==> src/hdl/volcu_pkg.sv <==
`timescale 1ns / 1ps

package volcu_pkg;

    localparam int ODDS_W  = 24;
    localparam int RGB_W   = 24;
    localparam int SAMP_W  = 16;
    localparam int MARK_W  = 2;
    localparam int OP_W    = 3;
    localparam int IDX_W   = 12;
    localparam int CLASS_W = 2;
    localparam int PADDR_W = 5;
    localparam int PDATA_W = 32;
    localparam int CH_W    = 8;
    localparam int CH_N    = 3;
    localparam int DVS_W   = SAMP_W + 1;

    localparam logic [OP_W-1:0] OP_HIT   = 3'd0;
    localparam logic [OP_W-1:0] OP_MISS  = 3'd1;
    localparam logic [OP_W-1:0] OP_COLOR = 3'd2;
    localparam logic [OP_W-1:0] OP_QUERY = 3'd3;
    localparam logic [OP_W-1:0] OP_END   = 3'd4;

    localparam logic [2:0] REG_HIT_GAIN  = 3'd0;
    localparam logic [2:0] REG_MISS_GAIN = 3'd1;
    localparam logic [2:0] REG_UPPER     = 3'd2;
    localparam logic [2:0] REG_LOWER     = 3'd3;
    localparam logic [2:0] REG_THRESHOLD = 3'd4;

    localparam logic [CLASS_W-1:0] CLASS_FREE     = 2'd0;
    localparam logic [CLASS_W-1:0] CLASS_UNKNOWN  = 2'd1;
    localparam logic [CLASS_W-1:0] CLASS_OCCUPIED = 2'd2;

    localparam logic signed [ODDS_W-1:0] HIT_GAIN_RST  = 24'sd847298;
    localparam logic signed [ODDS_W-1:0] MISS_GAIN_RST = -24'sd405465;
    localparam logic signed [ODDS_W-1:0] UPPER_RST     = 24'sd3476099;
    localparam logic signed [ODDS_W-1:0] LOWER_RST     = -24'sd1992430;
    localparam logic signed [ODDS_W-1:0] THRESHOLD_RST = 24'sd0;

    localparam logic signed [ODDS_W:0] ODDS_MAX = 25'sd8388607;
    localparam logic signed [ODDS_W:0] ODDS_MIN = -25'sd8388608;

    localparam logic [SAMP_W-1:0] SAMPLES_MAX = 16'hFFFF;
    localparam logic [MARK_W-1:0] ROUND_FIRST = 2'd1;
    localparam logic [MARK_W-1:0] ROUND_LAST  = 2'd3;
    localparam logic [1:0]        DIV_LAST    = 2'd3;

    typedef struct packed {
        logic                     known;
        logic signed [ODDS_W-1:0] odds;
        logic [MARK_W-1:0]        mark;
        logic [RGB_W-1:0]         rgb;
        logic [SAMP_W-1:0]        samples;
    } t_cell;

    typedef struct packed {
        logic signed [ODDS_W-1:0] hit_gain;
        logic signed [ODDS_W-1:0] miss_gain;
        logic signed [ODDS_W-1:0] upper_clamp;
        logic signed [ODDS_W-1:0] lower_clamp;
        logic signed [ODDS_W-1:0] threshold;
    } t_cfg;

    typedef enum logic [2:0] {
        S_CLEAR,
        S_IDLE,
        S_ADDR,
        S_EXEC,
        S_DIV,
        S_FINISH
    } t_state;

    typedef struct packed {
        logic clear;
        logic accept;
        logic addr;
        logic exec;
        logic div_step;
        logic finish;
    } t_cmd;

    typedef struct packed {
        logic            clear_last;
        logic            out_free;
        logic [OP_W-1:0] op;
    } t_status;

endpackage

==> src/hdl/volcu_regs.sv <==
`timescale 1ns / 1ps

module volcu_regs (
    input  logic                          i_clk,
    input  logic                          i_rst_n,
    input  logic                          psel,
    input  logic                          penable,
    input  logic                          pwrite,
    input  logic [volcu_pkg::PADDR_W-1:0] paddr,
    input  logic [volcu_pkg::PDATA_W-1:0] pwdata,
    output logic [volcu_pkg::PDATA_W-1:0] prdata,
    output logic                          pready,
    output volcu_pkg::t_cfg               o_cfg
);
    import volcu_pkg::*;

    t_cfg       r_cfg;
    logic [2:0] w_index;
    logic       w_write;

    assign w_index = paddr[4:2];
    assign w_write = psel & penable & pwrite;
    assign pready  = 1'b1;
    assign o_cfg   = r_cfg;

    always_ff @(posedge i_clk) begin
        if (!i_rst_n) begin
            r_cfg.hit_gain    <= HIT_GAIN_RST;
            r_cfg.miss_gain   <= MISS_GAIN_RST;
            r_cfg.upper_clamp <= UPPER_RST;
            r_cfg.lower_clamp <= LOWER_RST;
            r_cfg.threshold   <= THRESHOLD_RST;
        end else if (w_write) begin
            case (w_index)
                REG_HIT_GAIN:  r_cfg.hit_gain    <= pwdata[ODDS_W-1:0];
                REG_MISS_GAIN: r_cfg.miss_gain   <= pwdata[ODDS_W-1:0];
                REG_UPPER:     r_cfg.upper_clamp <= pwdata[ODDS_W-1:0];
                REG_LOWER:     r_cfg.lower_clamp <= pwdata[ODDS_W-1:0];
                REG_THRESHOLD: r_cfg.threshold   <= pwdata[ODDS_W-1:0];
                default: ;
            endcase
        end
    end

    always_comb begin
        case (w_index)
            REG_HIT_GAIN:  prdata = {{8{r_cfg.hit_gain[ODDS_W-1]}}, r_cfg.hit_gain};
            REG_MISS_GAIN: prdata = {{8{r_cfg.miss_gain[ODDS_W-1]}}, r_cfg.miss_gain};
            REG_UPPER:     prdata = {{8{r_cfg.upper_clamp[ODDS_W-1]}}, r_cfg.upper_clamp};
            REG_LOWER:     prdata = {{8{r_cfg.lower_clamp[ODDS_W-1]}}, r_cfg.lower_clamp};
            REG_THRESHOLD: prdata = {{8{r_cfg.threshold[ODDS_W-1]}}, r_cfg.threshold};
            default:       prdata = '0;
        endcase
    end

endmodule

==> config.mk <==
export PLATFORM = sky130hd
export DESIGN_NAME = volcu_regs
export DESIGN_NICKNAME = d
export VERILOG_FILES = /design/src/hdl/volcu_pkg.sv /design/src/hdl/volcu_regs.sv
export SDC_FILE = /design/constraint.sdc
export NUM_CORES = 1
export LEC_CHECK = 0
export ABC_AREA = 1
export ABC_CLOCK_PERIOD_IN_PS = 2950
export BUFFER_PORTS_ARGS = -buffer_cell sky130_fd_sc_hd__buf_2
export CORE_AREA = 2 2 138 140
export DETAILED_ROUTE_END_ITERATION = 10
export DIE_AREA = 0 0 140 142
export GPL_ROUTABILITY_DRIVEN = 0
export GPL_TIMING_DRIVEN = 0
export SYNTH_ARGS = -nofsm -noshare
export SYNTH_HDL_FRONTEND = slang
export SYNTH_SLANG_ARGS = --single-unit
==> constraint.sdc <==
create_clock -name i_clk -period 2.95 [get_ports i_clk]
set_input_delay 0.295 -clock i_clk [delete_from_list [all_inputs] [get_ports i_clk]]
set_output_delay 0.295 -clock i_clk [all_outputs]
set_load 0.05 [all_outputs]
== Word level (Yosys, flattened, before mapping) ==
Cells that the tools add are included.

* Output and inout port bits: 153
* Word-level logic and storage cells: 18
* Bits of input ports: 42
* Flip-flop bits (word level): 120

* Muxes and demuxes: 1
* Equality and inequality tests: 4
* Bitwise gates (word level): 2
* Reduce and logical (&&, ||, !) cells: 6

{| class="wikitable"
|+ Operators with widths
! operator !! number
|-
| 32-bit case mux with 5 select lines || 1
|-
| 2-bit AND reduction || 5
|-
| 3-bit by 2-bit equality test with 1-bit output (second input constant) || 2
|-
| 3-bit by 1-bit equality test with 1-bit output (second input constant) || 1
|-
| 3-bit equality test (second input constant) || 1
|-
| 3-bit logical NOT || 1
|-
| 1-bit AND || 2
|}

== Longest topological paths before layout ==
* Word-level depth: 3
* Mapped depth: 8
* Mapped depth without buffers: 7

== Worst setup path after synthesis ==
OpenSTA, ideal clock, no wires.

* Kind: input to output
* Start: input port paddr[2] (netlist name)
* End: output port prdata[24] (netlist name)
* Path slack: 753 ps
* Data required time: 2655 ps
* Path buffers: 3
* Data arrival time: 1902 ps
* Stages: 8
* Path through: buf_2 -> nor2_4 -> clkbuf_1 -> nand3_1 -> nand2_1 -> nor2_1 -> nand2_1 -> buf_4

* Word-level cells in the longest chain between the ends: 2
* Elaborated cells between the ends (all ways): 6
* Classes of those cells: eq/ne: 4; mux: 1; reduce/logical: 1

{| class="wikitable"
|+ RTL lines
! what !! line !! text
|-
| start: declaration || volcu_regs.sv:9 || <nowiki>input logic [volcu_pkg::PADDR_W-1:0] paddr,</nowiki>
|-
| 3-bit equality test (tied with other cells) || volcu_regs.sv:46 || <nowiki>case (w_index)</nowiki>
|-
| 32-bit case mux with 5 select lines * || volcu_regs.sv:46 ||
|-
| end: declaration || volcu_regs.sv:11 || <nowiki>output logic [volcu_pkg::PDATA_W-1:0] prdata,</nowiki>
|}

Mark *: on every way between the ends. The rest lies on a longest branch, timed or not.

== Worst setup path after layout ==
Same ends and word-level chain as after synthesis.

==> impl_metrics.tcl <==
set metrics [dict create \
    p_leak_nw 4.089 \
    skew_ps 0 \
    r2r-start "o_cfg[37]" \
    violations "DRC" \
    design_area_um2 7684 \
    tritoncts "yes" \
    cts_hold_buf 0 \
    stdcell_count 1371 \
    utilization_pct 41.63 \
    ys_types 16 \
    final_nets 1166 \
    grt_first_pass_wirelength_mm 36.16 \
    syn_to_final_growth_pct 32.18 \
    place_inst 1339 \
    coreArea_um2 18460 \
    drive_gt1_share_pct 23.57 \
    start_util_pct 31.50 \
    vias_per_cell 4.885 \
    netlist_area_um2 5813 \
    dr_total_vias 6698 \
    hp-class "in2reg" \
    worst_hold_slack_ps 100.8 \
    min_period_ps 2578 \
    ys_seq_area_share_pct 41.33 \
    setup.worst_path.end_class "output port" \
    synth_cells 923 \
    synth_area_leader_cell "dfxtp_1" \
    maxCapViolCount 0 \
    htree_levels 4 \
    clock-root-buffer "clkbuf_16" \
    yosys-top-cells-area "dfxtp_1, nand2_1, nor2_1" \
    grt_use_total_pct 24.31 \
    ctsResizeCount 0 \
    postCtsSetupBuffers 0 \
    max-slew-margin-rel_pct 45.91 \
    worst_ir_drop_vdd_mv 0.3933 \
    avgSynthCellArea_um2 6.298 \
    clk_pin_slew_ps 60 \
    worst-setup-path-type "in2out" \
    die_w_um 140 \
    diodes 0 \
    max_freq_ghz 0.3879 \
    synth_top_area_share_pct 41.33 \
    p_per_area_nw_per_um2 602.3 \
    setup_viol_count_final 0 \
    period_share_pct 87.40 \
    critPathMaxFanout 10 \
    ant_nets 0 \
    status "finished, violations left" \
    grt_max_degree 17 \
    cts.sinks 120 \
    crit_required_ps 2650 \
    clk_latency_ps 420 \
    dp_hpwl_mm 18.51 \
    numCtsBuffers 17 \
    worstPathArrival_ps 2280 \
    slew_violations 0 \
    cts_max_path_buffers 2 \
    wl_mm 24.69 \
    synth.yosys.warnings 0 \
    drt-initial-drc-count 820 \
    die_height_um 142 \
    antenna_found_initial 1 \
    first_pass_iters 11 \
    drc 14 \
    wl_per_cell_um 18.01 \
    die-area_um2 19880 \
    tns_ps 0 \
    startpoint "paddr[2]" \
    hp-start "pwdata[2]" \
    portBuffers 182 \
    synth_seq_cells 120 \
    grt_remaining_overflow 0 \
    fp-row-count 50 \
    hold_violations 0 \
    placed_cell_area_um2 7017 \
    rsz0062_at_grt "no" \
    tightest_slew_ps 811.3 \
    synth_fp_nets 965 \
    largest_reg_flops 120 \
    boundaryPins 195 \
    cp-start-kind "input port" \
    grt_pass1_vias 6070 \
]
## final cells by class
class                           count  area (um^2)
Fill cell                        2017        10770
Multi-Input combinational cell    676         2844
Sequential cell                   120         2402
Timing Repair Buffer              182        910.9
Clock buffer                       18        439.2
Buffer                             71        356.6
Tap cell                          234        292.8
Clock inverter                     14        227.7
Inverter                           56        210.2
## synth_stat cells
cell type  instances
nand3_2            1
inv_1             53
inv_2              3
buf_4             12
nor2_1           194
clkbuf_1          25
nand3_1          144
buf_2             30
buf_1              3
dfxtp_1          120
buf_6              1
nor2_2             4
conb_1             1
nor2_4             3
nand4_1           35
nand2_1          294
## through the flow
step           setup slack [ps]  total power [mW]
2_1_floorplan             752.9             2.089
3_3_place_gp              418.0             2.274
3_5_place_dp              395.5             2.276
4_1_cts                   389.7             4.627
5_1_grt                   216.5             4.740
6_report                  371.8             4.628
## placed cells by master, fill, tap and decap left out, drive strengths merged
cell type	n
nand4	35
conb	1
clkinv	5
clkbuf	43
dfxtp	120
nand3	145
nor2	201
nand2	294
clkinvlp	3
buf	228
bufinv	6
inv	56
## cells by family after synthesis
kind of cell	Yosys count	synth area share (%)
buffers and inverters	127	9.750
flip-flops	120	41.33
other	1	0.06451
AND/OR/NAND/NOR	675	48.86
## routing by layer
| metal | vias to the layer above | wire, um | track usage (%) | share of wire, % |
|---|---|---|---|---|
| met4 | 0 | 637 | 7.921 | 2.6 |
| li1 | 3298 | - | - | - |
| met3 | 46 | 2306 | 6.561 | 9.3 |
| met5 | - | 0 | 0 | 0 |
| met1 | 3032 | 10490 | 31.49 | 42 |
| met2 | 322 | 11260 | 39.59 | 46 |
## final timing paths
kind,to,slack (ps),cells past startpoint
setup / recovery,prdata[24],370,10
hold / removal,o_cfg[74],100,3
setup reg to reg,o_cfg[37],2290,2
hold reg to reg,o_cfg[64],470,2
## where the power goes
part           internal (mW)  switching (mW)
Clock                   1.60           0.782
Sequential              1.64          0.0187
Combinational          0.130           0.458
## worst max-delay path: stages
cell,delay [ps]
buf_2,120
buf_2,210
nor2_4,260
clkbuf_1,470
nand3_1,120
nand2_1,90
nor2_1,50
nand2_1,240
buf_4,160
buf_2,250
Note: power is estimated with default switching activity, not from simulation.
