[config.mk]
export PLATFORM = sky130hd
export DESIGN_NAME = volcu_ctrl
export DESIGN_NICKNAME = d
export VERILOG_FILES = /design/src/hdl/volcu_pkg.sv /design/src/hdl/volcu_ctrl.sv
export SDC_FILE = /design/constraint.sdc
export NUM_CORES = 1
export LEC_CHECK = 0
export BUFFER_PORTS_ARGS = -buffer_cell sky130_fd_sc_hd__buf_2
export CAP_MARGIN = 20
export CORE_AREA = 4 4 41 43
export CTS_BUF_LIST = sky130_fd_sc_hd__clkbuf_8
export CTS_CLUSTER_SIZE = 30
export DETAILED_ROUTE_END_ITERATION = 10
export DIE_AREA = 0 0 45 47
export MAX_ROUTING_LAYER = met4
export PLACE_DENSITY = 0.45
export SKIP_CTS_REPAIR_TIMING = 1
export SLEW_MARGIN = 15
export SYNTH_ARGS = -nofsm -noshare
export SYNTH_HDL_FRONTEND = slang
export SYNTH_SLANG_ARGS = --single-unit
export TNS_END_PERCENT = 30
[constraint.sdc]
create_clock -name i_clk -period 2 [get_ports i_clk]
set_input_delay 0.1 -clock i_clk [delete_from_list [all_inputs] [get_ports i_clk]]
set_output_delay 0.1 -clock i_clk [all_outputs]
set_load 0.05 [all_outputs]
[src/hdl/volcu_pkg.sv]
`timescale 1ns / 1ps

package volcu_pkg;

    localparam int ODDS_W  = 24;
    localparam int RGB_W   = 24;
    localparam int SAMP_W  = 16;
    localparam int MARK_W  = 2;
    localparam int OP_W    = 3;
    localparam int IDX_W   = 12;
    localparam int CLASS_W = 2;
    localparam int PADDR_W = 5;
    localparam int PDATA_W = 32;
    localparam int CH_W    = 8;
    localparam int CH_N    = 3;
    localparam int DVS_W   = SAMP_W + 1;

    localparam logic [OP_W-1:0] OP_HIT   = 3'd0;
    localparam logic [OP_W-1:0] OP_MISS  = 3'd1;
    localparam logic [OP_W-1:0] OP_COLOR = 3'd2;
    localparam logic [OP_W-1:0] OP_QUERY = 3'd3;
    localparam logic [OP_W-1:0] OP_END   = 3'd4;

    localparam logic [2:0] REG_HIT_GAIN  = 3'd0;
    localparam logic [2:0] REG_MISS_GAIN = 3'd1;
    localparam logic [2:0] REG_UPPER     = 3'd2;
    localparam logic [2:0] REG_LOWER     = 3'd3;
    localparam logic [2:0] REG_THRESHOLD = 3'd4;

    localparam logic [CLASS_W-1:0] CLASS_FREE     = 2'd0;
    localparam logic [CLASS_W-1:0] CLASS_UNKNOWN  = 2'd1;
    localparam logic [CLASS_W-1:0] CLASS_OCCUPIED = 2'd2;

    localparam logic signed [ODDS_W-1:0] HIT_GAIN_RST  = 24'sd847298;
    localparam logic signed [ODDS_W-1:0] MISS_GAIN_RST = -24'sd405465;
    localparam logic signed [ODDS_W-1:0] UPPER_RST     = 24'sd3476099;
    localparam logic signed [ODDS_W-1:0] LOWER_RST     = -24'sd1992430;
    localparam logic signed [ODDS_W-1:0] THRESHOLD_RST = 24'sd0;

    localparam logic signed [ODDS_W:0] ODDS_MAX = 25'sd8388607;
    localparam logic signed [ODDS_W:0] ODDS_MIN = -25'sd8388608;

    localparam logic [SAMP_W-1:0] SAMPLES_MAX = 16'hFFFF;
    localparam logic [MARK_W-1:0] ROUND_FIRST = 2'd1;
    localparam logic [MARK_W-1:0] ROUND_LAST  = 2'd3;
    localparam logic [1:0]        DIV_LAST    = 2'd3;

    typedef struct packed {
        logic                     known;
        logic signed [ODDS_W-1:0] odds;
        logic [MARK_W-1:0]        mark;
        logic [RGB_W-1:0]         rgb;
        logic [SAMP_W-1:0]        samples;
    } t_cell;

    typedef struct packed {
        logic signed [ODDS_W-1:0] hit_gain;
        logic signed [ODDS_W-1:0] miss_gain;
        logic signed [ODDS_W-1:0] upper_clamp;
        logic signed [ODDS_W-1:0] lower_clamp;
        logic signed [ODDS_W-1:0] threshold;
    } t_cfg;

    typedef enum logic [2:0] {
        S_CLEAR,
        S_IDLE,
        S_ADDR,
        S_EXEC,
        S_DIV,
        S_FINISH
    } t_state;

    typedef struct packed {
        logic clear;
        logic accept;
        logic addr;
        logic exec;
        logic div_step;
        logic finish;
    } t_cmd;

    typedef struct packed {
        logic            clear_last;
        logic            out_free;
        logic [OP_W-1:0] op;
    } t_status;

endpackage

[src/hdl/volcu_ctrl.sv]
`timescale 1ns / 1ps

module volcu_ctrl (
    input  logic               i_clk,
    input  logic               i_rst_n,
    input  logic               i_valid,
    output logic               o_ready,
    input  volcu_pkg::t_status i_status,
    output volcu_pkg::t_cmd    o_cmd
);
    import volcu_pkg::*;

    t_state     r_state;
    t_state     n_state;
    logic [1:0] r_div_cnt;
    logic [1:0] n_div_cnt;

    always_ff @(posedge i_clk) begin
        if (!i_rst_n) begin
            r_state   <= S_CLEAR;
            r_div_cnt <= '0;
        end else begin
            r_state   <= n_state;
            r_div_cnt <= n_div_cnt;
        end
    end

    always_comb begin
        n_state   = r_state;
        n_div_cnt = '0;
        o_cmd     = '0;
        o_ready   = 1'b0;
        case (r_state)
            S_CLEAR: begin
                o_cmd.clear = 1'b1;
                if (i_status.clear_last) begin
                    n_state = S_IDLE;
                end
            end
            S_IDLE: begin
                o_ready = 1'b1;
                if (i_valid) begin
                    o_cmd.accept = 1'b1;
                    n_state      = S_ADDR;
                end
            end
            S_ADDR: begin
                o_cmd.addr = 1'b1;
                n_state    = S_EXEC;
            end
            S_EXEC: begin
                o_cmd.exec = 1'b1;
                if (i_status.op == OP_COLOR) begin
                    n_state = S_DIV;
                end else begin
                    n_state = S_FINISH;
                end
            end
            S_DIV: begin
                o_cmd.div_step = 1'b1;
                n_div_cnt      = r_div_cnt + 2'd1;
                if (r_div_cnt == DIV_LAST) begin
                    n_state = S_FINISH;
                end
            end
            S_FINISH: begin
                if (i_status.out_free) begin
                    o_cmd.finish = 1'b1;
                    n_state      = S_IDLE;
                end
            end
            default: begin
                n_state = S_IDLE;
            end
        endcase
    end

endmodule

Word level (Yosys, flattened, before mapping)
Cells that the tools add are included.
- flip-flop bits (word level): 5
- output and inout bits: 7
- logic and storage cells: 32
- add/subtract/negate cells: 1
- eq/ne operators: 11
- muxes and demuxes: 15
- reductions and logical operators: 3
- operator list (cell ; number):
    case mux 3 bit (6 select lines) ; 1
    two-way mux 3 bit ; 4
    two-way mux 1 bit ; 10
    == test 3 x 2 -> 1 bit, second input constant ; 3
    inequality test 2 bit, second input constant ; 4
    == test 3 bit, second input constant ; 2
    AND reduction 4 bit ; 1
    == test 3 x 1 -> 1 bit, second input constant ; 1
    logical NOT 3 bit ; 1
    adder 2 x 1 -> 2 bit, second input constant ; 1
    == test 2 bit, second input constant ; 1
    AND reduction 2 bit ; 1

Depth between registers and ports, before layout
Gate-level depths: netlist (run 1).
- word-level depth: 3
- gate-level depth with buffers: 4
- mapped depth without buffers: 4

Worst setup path after synthesis (run 1)
Ideal clock, no wire load.
- path kind: register to output
- from: register r_state[1]
- to: output o_cmd[3] (netlist bit)
- arrival time: 1.689 ns
- slack: 0.211 ns
- cell stages (with the launch flop): 3
- path buffers: 1
- cells stage by stage: dfxtp_1 buf_2 nor3b_1
- RTL lines (item ; RTL line ; RTL):
    start: declaration ; volcu_ctrl.sv:13 ; t_state r_state;
    start signal: assignment ; volcu_ctrl.sv:23 ; r_state <= n_state;
    end: declaration ; volcu_ctrl.sv:9 ; output volcu_pkg::t_cmd o_cmd

Worst setup path after layout (run 1)
- from: register r_state[0]
- to: output o_ready
- longest elaborated chain between the ends: 2
- RTL lines (item ; RTL line ; RTL):
    == test 3 x 1 -> 1 bit ; volcu_ctrl.sv:33 ; case (r_state)
    two-way mux 1 bit ; volcu_ctrl.sv:33 ;
    end: declaration ; volcu_ctrl.sv:7 ; output logic o_ready,
Every way passes these cells.

==> qor.csv, run 1 <==
metric,value,unit
period_share,72.4,%
grt-ovfl-total,0,
power,374,µW
dieArea,0.00212,mm²
dr.pass1.iters,2,
synth_seq_area_share,35.6,%
grt_pass1_vias,215,
num_rows,13,
top_usage_layer,met4,
synth_cell_types,19,
drc_errors,0,
drv_cap,0,
numPortBuffers,14,
gr-usage-met1,8.70,%
hold_path.class,input port to register,
start_util,21.6,%
dpl_cell_area,360,µm²
first_iter_violations,3,
finalWorstSetupSlack,0.552,ns
crit_type,register to output port,
ioPinCount,15,
num_vias,258,
grt_pass1_wl,910,µm
worstSetupStartpointType,register,
grt_util_met3,2.30,%
powerDensity,922,mW/mm²
min_period,1.45,ns
p_leak,0.206,nW
yosysTopAreaCell,dfxtp_1,
critical_path_arrival,1.35,ns
critPathTopFamily,flip-flops,
worst-path-buf-inv,1,
fmax,691,MHz
antenna_cells,0,
final_area,405,µm²
synth_top_area_share,35.6,%
routed_via_density,4.23,
relSlewSlack,76.9,%
synth_area_per_cell,9.38,µm²
coreArea,0.00130,mm²
die_w,45,µm
cts_root_buffer,clkbuf_8,
grt.total_usage,6.79,%
finalHoldViolations,0,
synthesis.area,282,µm²
pre_cts_slack,0.782,ns
synthTopCellsByArea,"dfxtp_1, nor2b_1, mux2_4, nor3b_1, and2_1",
clk_pin_slew,0.04,ns
drv_slew,0,
end_kind,output port,
syn_to_final_growth,44.0,%
netlist_instances,30,
crit_fanout,8,
antenna_found_initial,0,
skew,0.000487,ns
final_antenna_net_count,0,
grt_max_degree,13,
drive_gt1_share,43.5,%
syn_nets,39,
ys_warn_count,0,
finalSetupViolCount,0,
tritoncts,done,
globalRouteMet2Util,6.78,%
dp_hpwl,470,µm
htreeDepth,1,
crit_slowest_cell,dfxtp_1,
cts_inserted_buffers,3,
wirelength,600,µm
die_y,47,µm
cp_data_required_time,1.90,ns
cts_max_path_buffers,2,
worst_pin_slew,0.346,ns
cpPeakStageDelay,0.46,ns
path_cells,nor2b_2 > nor2b_1 > buf_2,
tns,0,ns
cts_sinks,5,
post_drt_wl_per_cell,9.84,µm
ys_ff_latch,5,
nets,56,
gp_congestion,0.677,
rsz0062_at_grt,no,
vdd_ir_drop_max,0.489,mV
clk_latency,0.22,ns
status,"finished, final reports clean",
==> per-stage QoR <==
stage | util, % | hold WS (ns) | cells
floorplan | - | 0.214 | 30
detailed placement | 27.7 | 0.374 | 57
global route | 31.2 | 0.159 | 61
finish | 31.2 | 0.145 | 61
global placement | 27.7 | 0.369 | 57
CTS | 31.2 | 0.147 | 61
==> layout make-up <==
type                    count  area [µm²]
fillers                   146         896
multi-input cells          23         171
flip-flops and latches      5         100
repair buffers             14        70.1
clock buffers               3        41.3
well taps                  15        18.8
clock inverters             1        3.75
==> flip-flops by register name, summed over array words and instances, names as in the netlist <==
name       flops
r_div_cnt      2
r_state        3
==> cells in the mapped netlist, drive strengths merged <==
cell type  n
dfxtp      5
and2       2
a31o       1
o31ai      1
buf        2
and4b      1
nor2b      4
ha         1
nor3       1
a21oi      2
nor2       2
nor3b      3
nand2      1
mux2i      1
a22oi      1
mux2       1
and3       1
==> report_power, final <==
part | internal (mW) | switching (mW)
Sequential | 0.105 | 0.0106
Combinational | 0.0268 | 0.0513
Clock | 0.131 | 0.0485
Total | 0.263 | 0.110
==> tightest hold or removal path: stages <==
cell,delay [ns]
buf_2,0.12
nand2_1,0.06
nor2_1,0.04
==> per-layer routing <==
metal | share of wire [%] | vias up
li1 | - | 138
met1 | 51 | 108
met2 | 39 | 10
met3 | 9.0 | 2
met4 | 0.67 | 0
met5 | 0 | -
==> final timing paths <==
kind                startpoint      endpoint  slack, ns  depth (start not counted)
setup / recovery    r_state[0]       o_ready       0.55                          3
hold / removal         i_rst_n  r_div_cnt[0]       0.15                          3
hold reg to reg   r_div_cnt[0]  r_div_cnt[0]       0.42                          1
setup reg to reg    r_state[2]    r_state[0]       0.81                          3
==> cells in the final DEF (no fill, tap or decap) <==
cell type  count
buf_2         14
dfxtp_1        5
nor2b_1        3
clkbuf_8       3
nor3b_1        2
and2_1         2
nor2_1         2
a21oi_1        2
nor2b_2        1
nor3b_2        1
and4b_1        1
nor3_1         1
a31o_1         1
mux2_4         1
o31ai_1        1
nand2_1        1
mux2i_1        1
a22oi_1        1
and3_1         1
ha_1           1
inv_1          1
==> cell families (layout without fill, tap and decap cells) <==
| group | after synthesis | count (layout) | share of synthesized area, % |
|---|---|---|---|
| AO/OA/AOI/OAI | 5 | 5 | 12.0 |
| multiplexers | 2 | 2 | 8.89 |
| flip-flops | 5 | 5 | 35.6 |
| AND/OR/NAND/NOR | 15 | 15 | 35.6 |
| adder cells (fa/ha/maj) | 1 | 1 | 4.44 |
| buffers and inverters | 2 | 18 | 3.56 |
Note: power is estimated with default switching activity, not from simulation.
==> inputs of run 2 (changes only) <==
==> constraint.sdc (replaced) <==
create_clock -name i_clk -period 1.34 [get_ports i_clk]
set_input_delay 0.067 -clock i_clk [delete_from_list [all_inputs] [get_ports i_clk]]
set_output_delay 0.067 -clock i_clk [all_outputs]
set_load 0.05 [all_outputs]
==> run 2 against run 1 <==
  * Critical path depth stayed put
  * Worst hold slack worse by 0.042 ns
  * Combinational power is 69% higher
  * Wire length is 8.2% higher
==> qor.csv, run 2 (synthesis gave the netlist of run 1 again) <==
metric,value,unit,change
power_frac_comb,22.9,%,+2.0 points
finalHoldViolations,0,,unchanged
worst_pin_slew,0.252,ns,-0.0943 ns
grt_pass1_wl,986,µm,+8.4%
r2r_slack,0.24,ns,-0.57 ns
die_w,45,µm,unchanged
dpl_cell_area,373,µm²,+3.5%
nets,57,,+1.8%
skew,0.00210,ns,+0.00161 ns
drv_cap,0,,unchanged
mostFrequentLayoutCell,buf_2,,
final_area,435,µm²,+7.4%
htreeDepth,1,,unchanged
min_period,1.27,ns,
finalWorstSetupSlack,0.0736,ns,-0.479 ns
drive_gt1_share,51.1,%,+7.6 points
cts_max_path_buffers,2,,unchanged
final_antenna_net_count,0,,unchanged
dieArea,0.00212,mm²,unchanged
regMostFlops,r_state,,
powerDensity,1320,mW/mm²,+43%
fin_util,33.5,%,+2.3 points
rsz0062_at_grt,yes,,
p_clk_share,47.4,%,-0.8 points
die_y,47,µm,unchanged
finalSetupViolCount,0,,unchanged
p_leak,0.216,nW,+5.0%
cp_data_required_time,1.27,ns,-0.63 ns
post_drt_wl_per_cell,10.5,µm,+6.4%
largestRegisters,"r_state: 3 flops, r_div_cnt: 2 flops",,
intPower,405,µW,+54%
p_sw_share,29.7,%,+0.16 points
relSlewSlack,83.3,%,+6.4 points
dp_hpwl,494,µm,+5.0%
grt-ovfl-total,0,,unchanged
drv_slew,0,,unchanged
wirelength,649,µm,+8.2%
hold_path.class,input port to register,,
r2r_cells,4,,+1
status,"finished, final reports clean",,
setup.worst_path.end,o_cmd[0],,
tritoncts,done,,
netSwitchingPower,171,µW,+55%
numPortBuffers,14,,unchanged
num_vias,272,,+5.4%
critical_path_arrival,1.20,ns,-0.15 ns
grt_pass1_vias,237,,+10%
clk_latency,0.22,ns,about the same
dr.pass1.iters,2,,unchanged
final_cell_mix,"buf_2, clkbuf_4, nor2b_1, clkbuf_8, dfxtp_1",,
gp_congestion,0.617,,-8.9%
antenna_found_initial,0,,unchanged
cp-startpoint,r_state[0],,
crit_fanout,5,,-3
drc_errors,0,,unchanged
timing.rr.end,r_state[0],,
worstReg2RegStart,r_div_cnt[0],,
period_share,94.5,%,
hold-worst-slack,0.104,ns,-0.0419 ns
end_kind,output port,,
routed_via_density,4.39,,+3.7%
num_rows,13,,unchanged
cts_root_buffer,clkbuf_8,,
largest_reg_flops,3,,unchanged
fmax,790,MHz,
ioPinCount,15,,unchanged
grt_max_degree,13,,unchanged
first_iter_violations,2,,-1
coreArea,0.00130,mm²,unchanged
clk_pin_slew,0.04,ns,about the same
pre_cts_slack,0.160,ns,-0.623 ns
start_util,21.6,%,unchanged
vdd_ir_drop_max,0.531,mV,+8.8%
crit_type,register to output port,,
worstSetupStartpointType,register,,
seqPwrFrac,29.7,%,-1.3 points
antenna_cells,0,,unchanged
cts_inserted_buffers,3,,unchanged
min_path_cells,3,,unchanged
grt.total_usage,7.59,%,+0.81 points
syn_to_final_growth,54.7,%,
cts_sinks,5,,unchanged
==> run 2: changes by cell type in the layout (fill, tap and decap cells not counted), moves of 2 or more <==
cell / delta
buf_2: -4
clkbuf_4: +4
dfxtp_1: -2
dfxtp_2: +2
==> run 2: power by group through the flow <==
stage               combinational, mW  clock [mW]  sequential [mW]
detailed placement              0.127           0            0.172
finish                          0.132       0.273            0.171
global route                    0.142       0.297            0.173
global placement                0.128           0            0.172
CTS                             0.128       0.285            0.170
floorplan                       0.103           0            0.163
==> run 2: worst min-delay path by stage <==
stage	start	endpoint	slack, ns
floorplan	i_rst_n	r_div_cnt[0]	0.18
global placement	i_rst_n	r_div_cnt[0]	0.33
detailed placement	i_rst_n	r_div_cnt[0]	0.33
CTS	i_rst_n	r_div_cnt[0]	0.10
global route	i_rst_n	r_div_cnt[0]	0.13
finish	i_rst_n	r_div_cnt[0]	0.10
==> run 2: final cells by class <==
class	count	area [µm²]
multi-input cells	23	181
clock inverters	1	3.75
clock buffers	3	41.3
well taps	15	18.8
repair buffers	15	87.6
fillers	156	866
flip-flops and latches	5	103
==> run 2: critical path: stages, from the launching register on <==
cell	delay, ns
dfxtp_1	0.38
buf_4	0.17
and4b_1	0.17
buf_2	0.26
==> run 2: routing by layer <==
| metal | vias up | track usage [%] | share of wire [%] |
|---|---|---|---|
| met5 | - | - | 0 |
| met4 | 0 | 3.51 | 0 |
| li1 | 143 | - | - |
| met2 | 13 | 10.5 | 46 |
| met3 | 0 | 6.90 | 11 |
| met1 | 116 | 7.29 | 42 |
==> run 2: through the flow <==
step                std cells  setup TNS (ns)  power, mW
global route               62        -0.00397      0.612
finish                     62               0      0.576
floorplan                  30          -0.674      0.266
CTS                        62         -0.0439      0.582
detailed placement         58               0      0.299
global placement           58               0      0.300
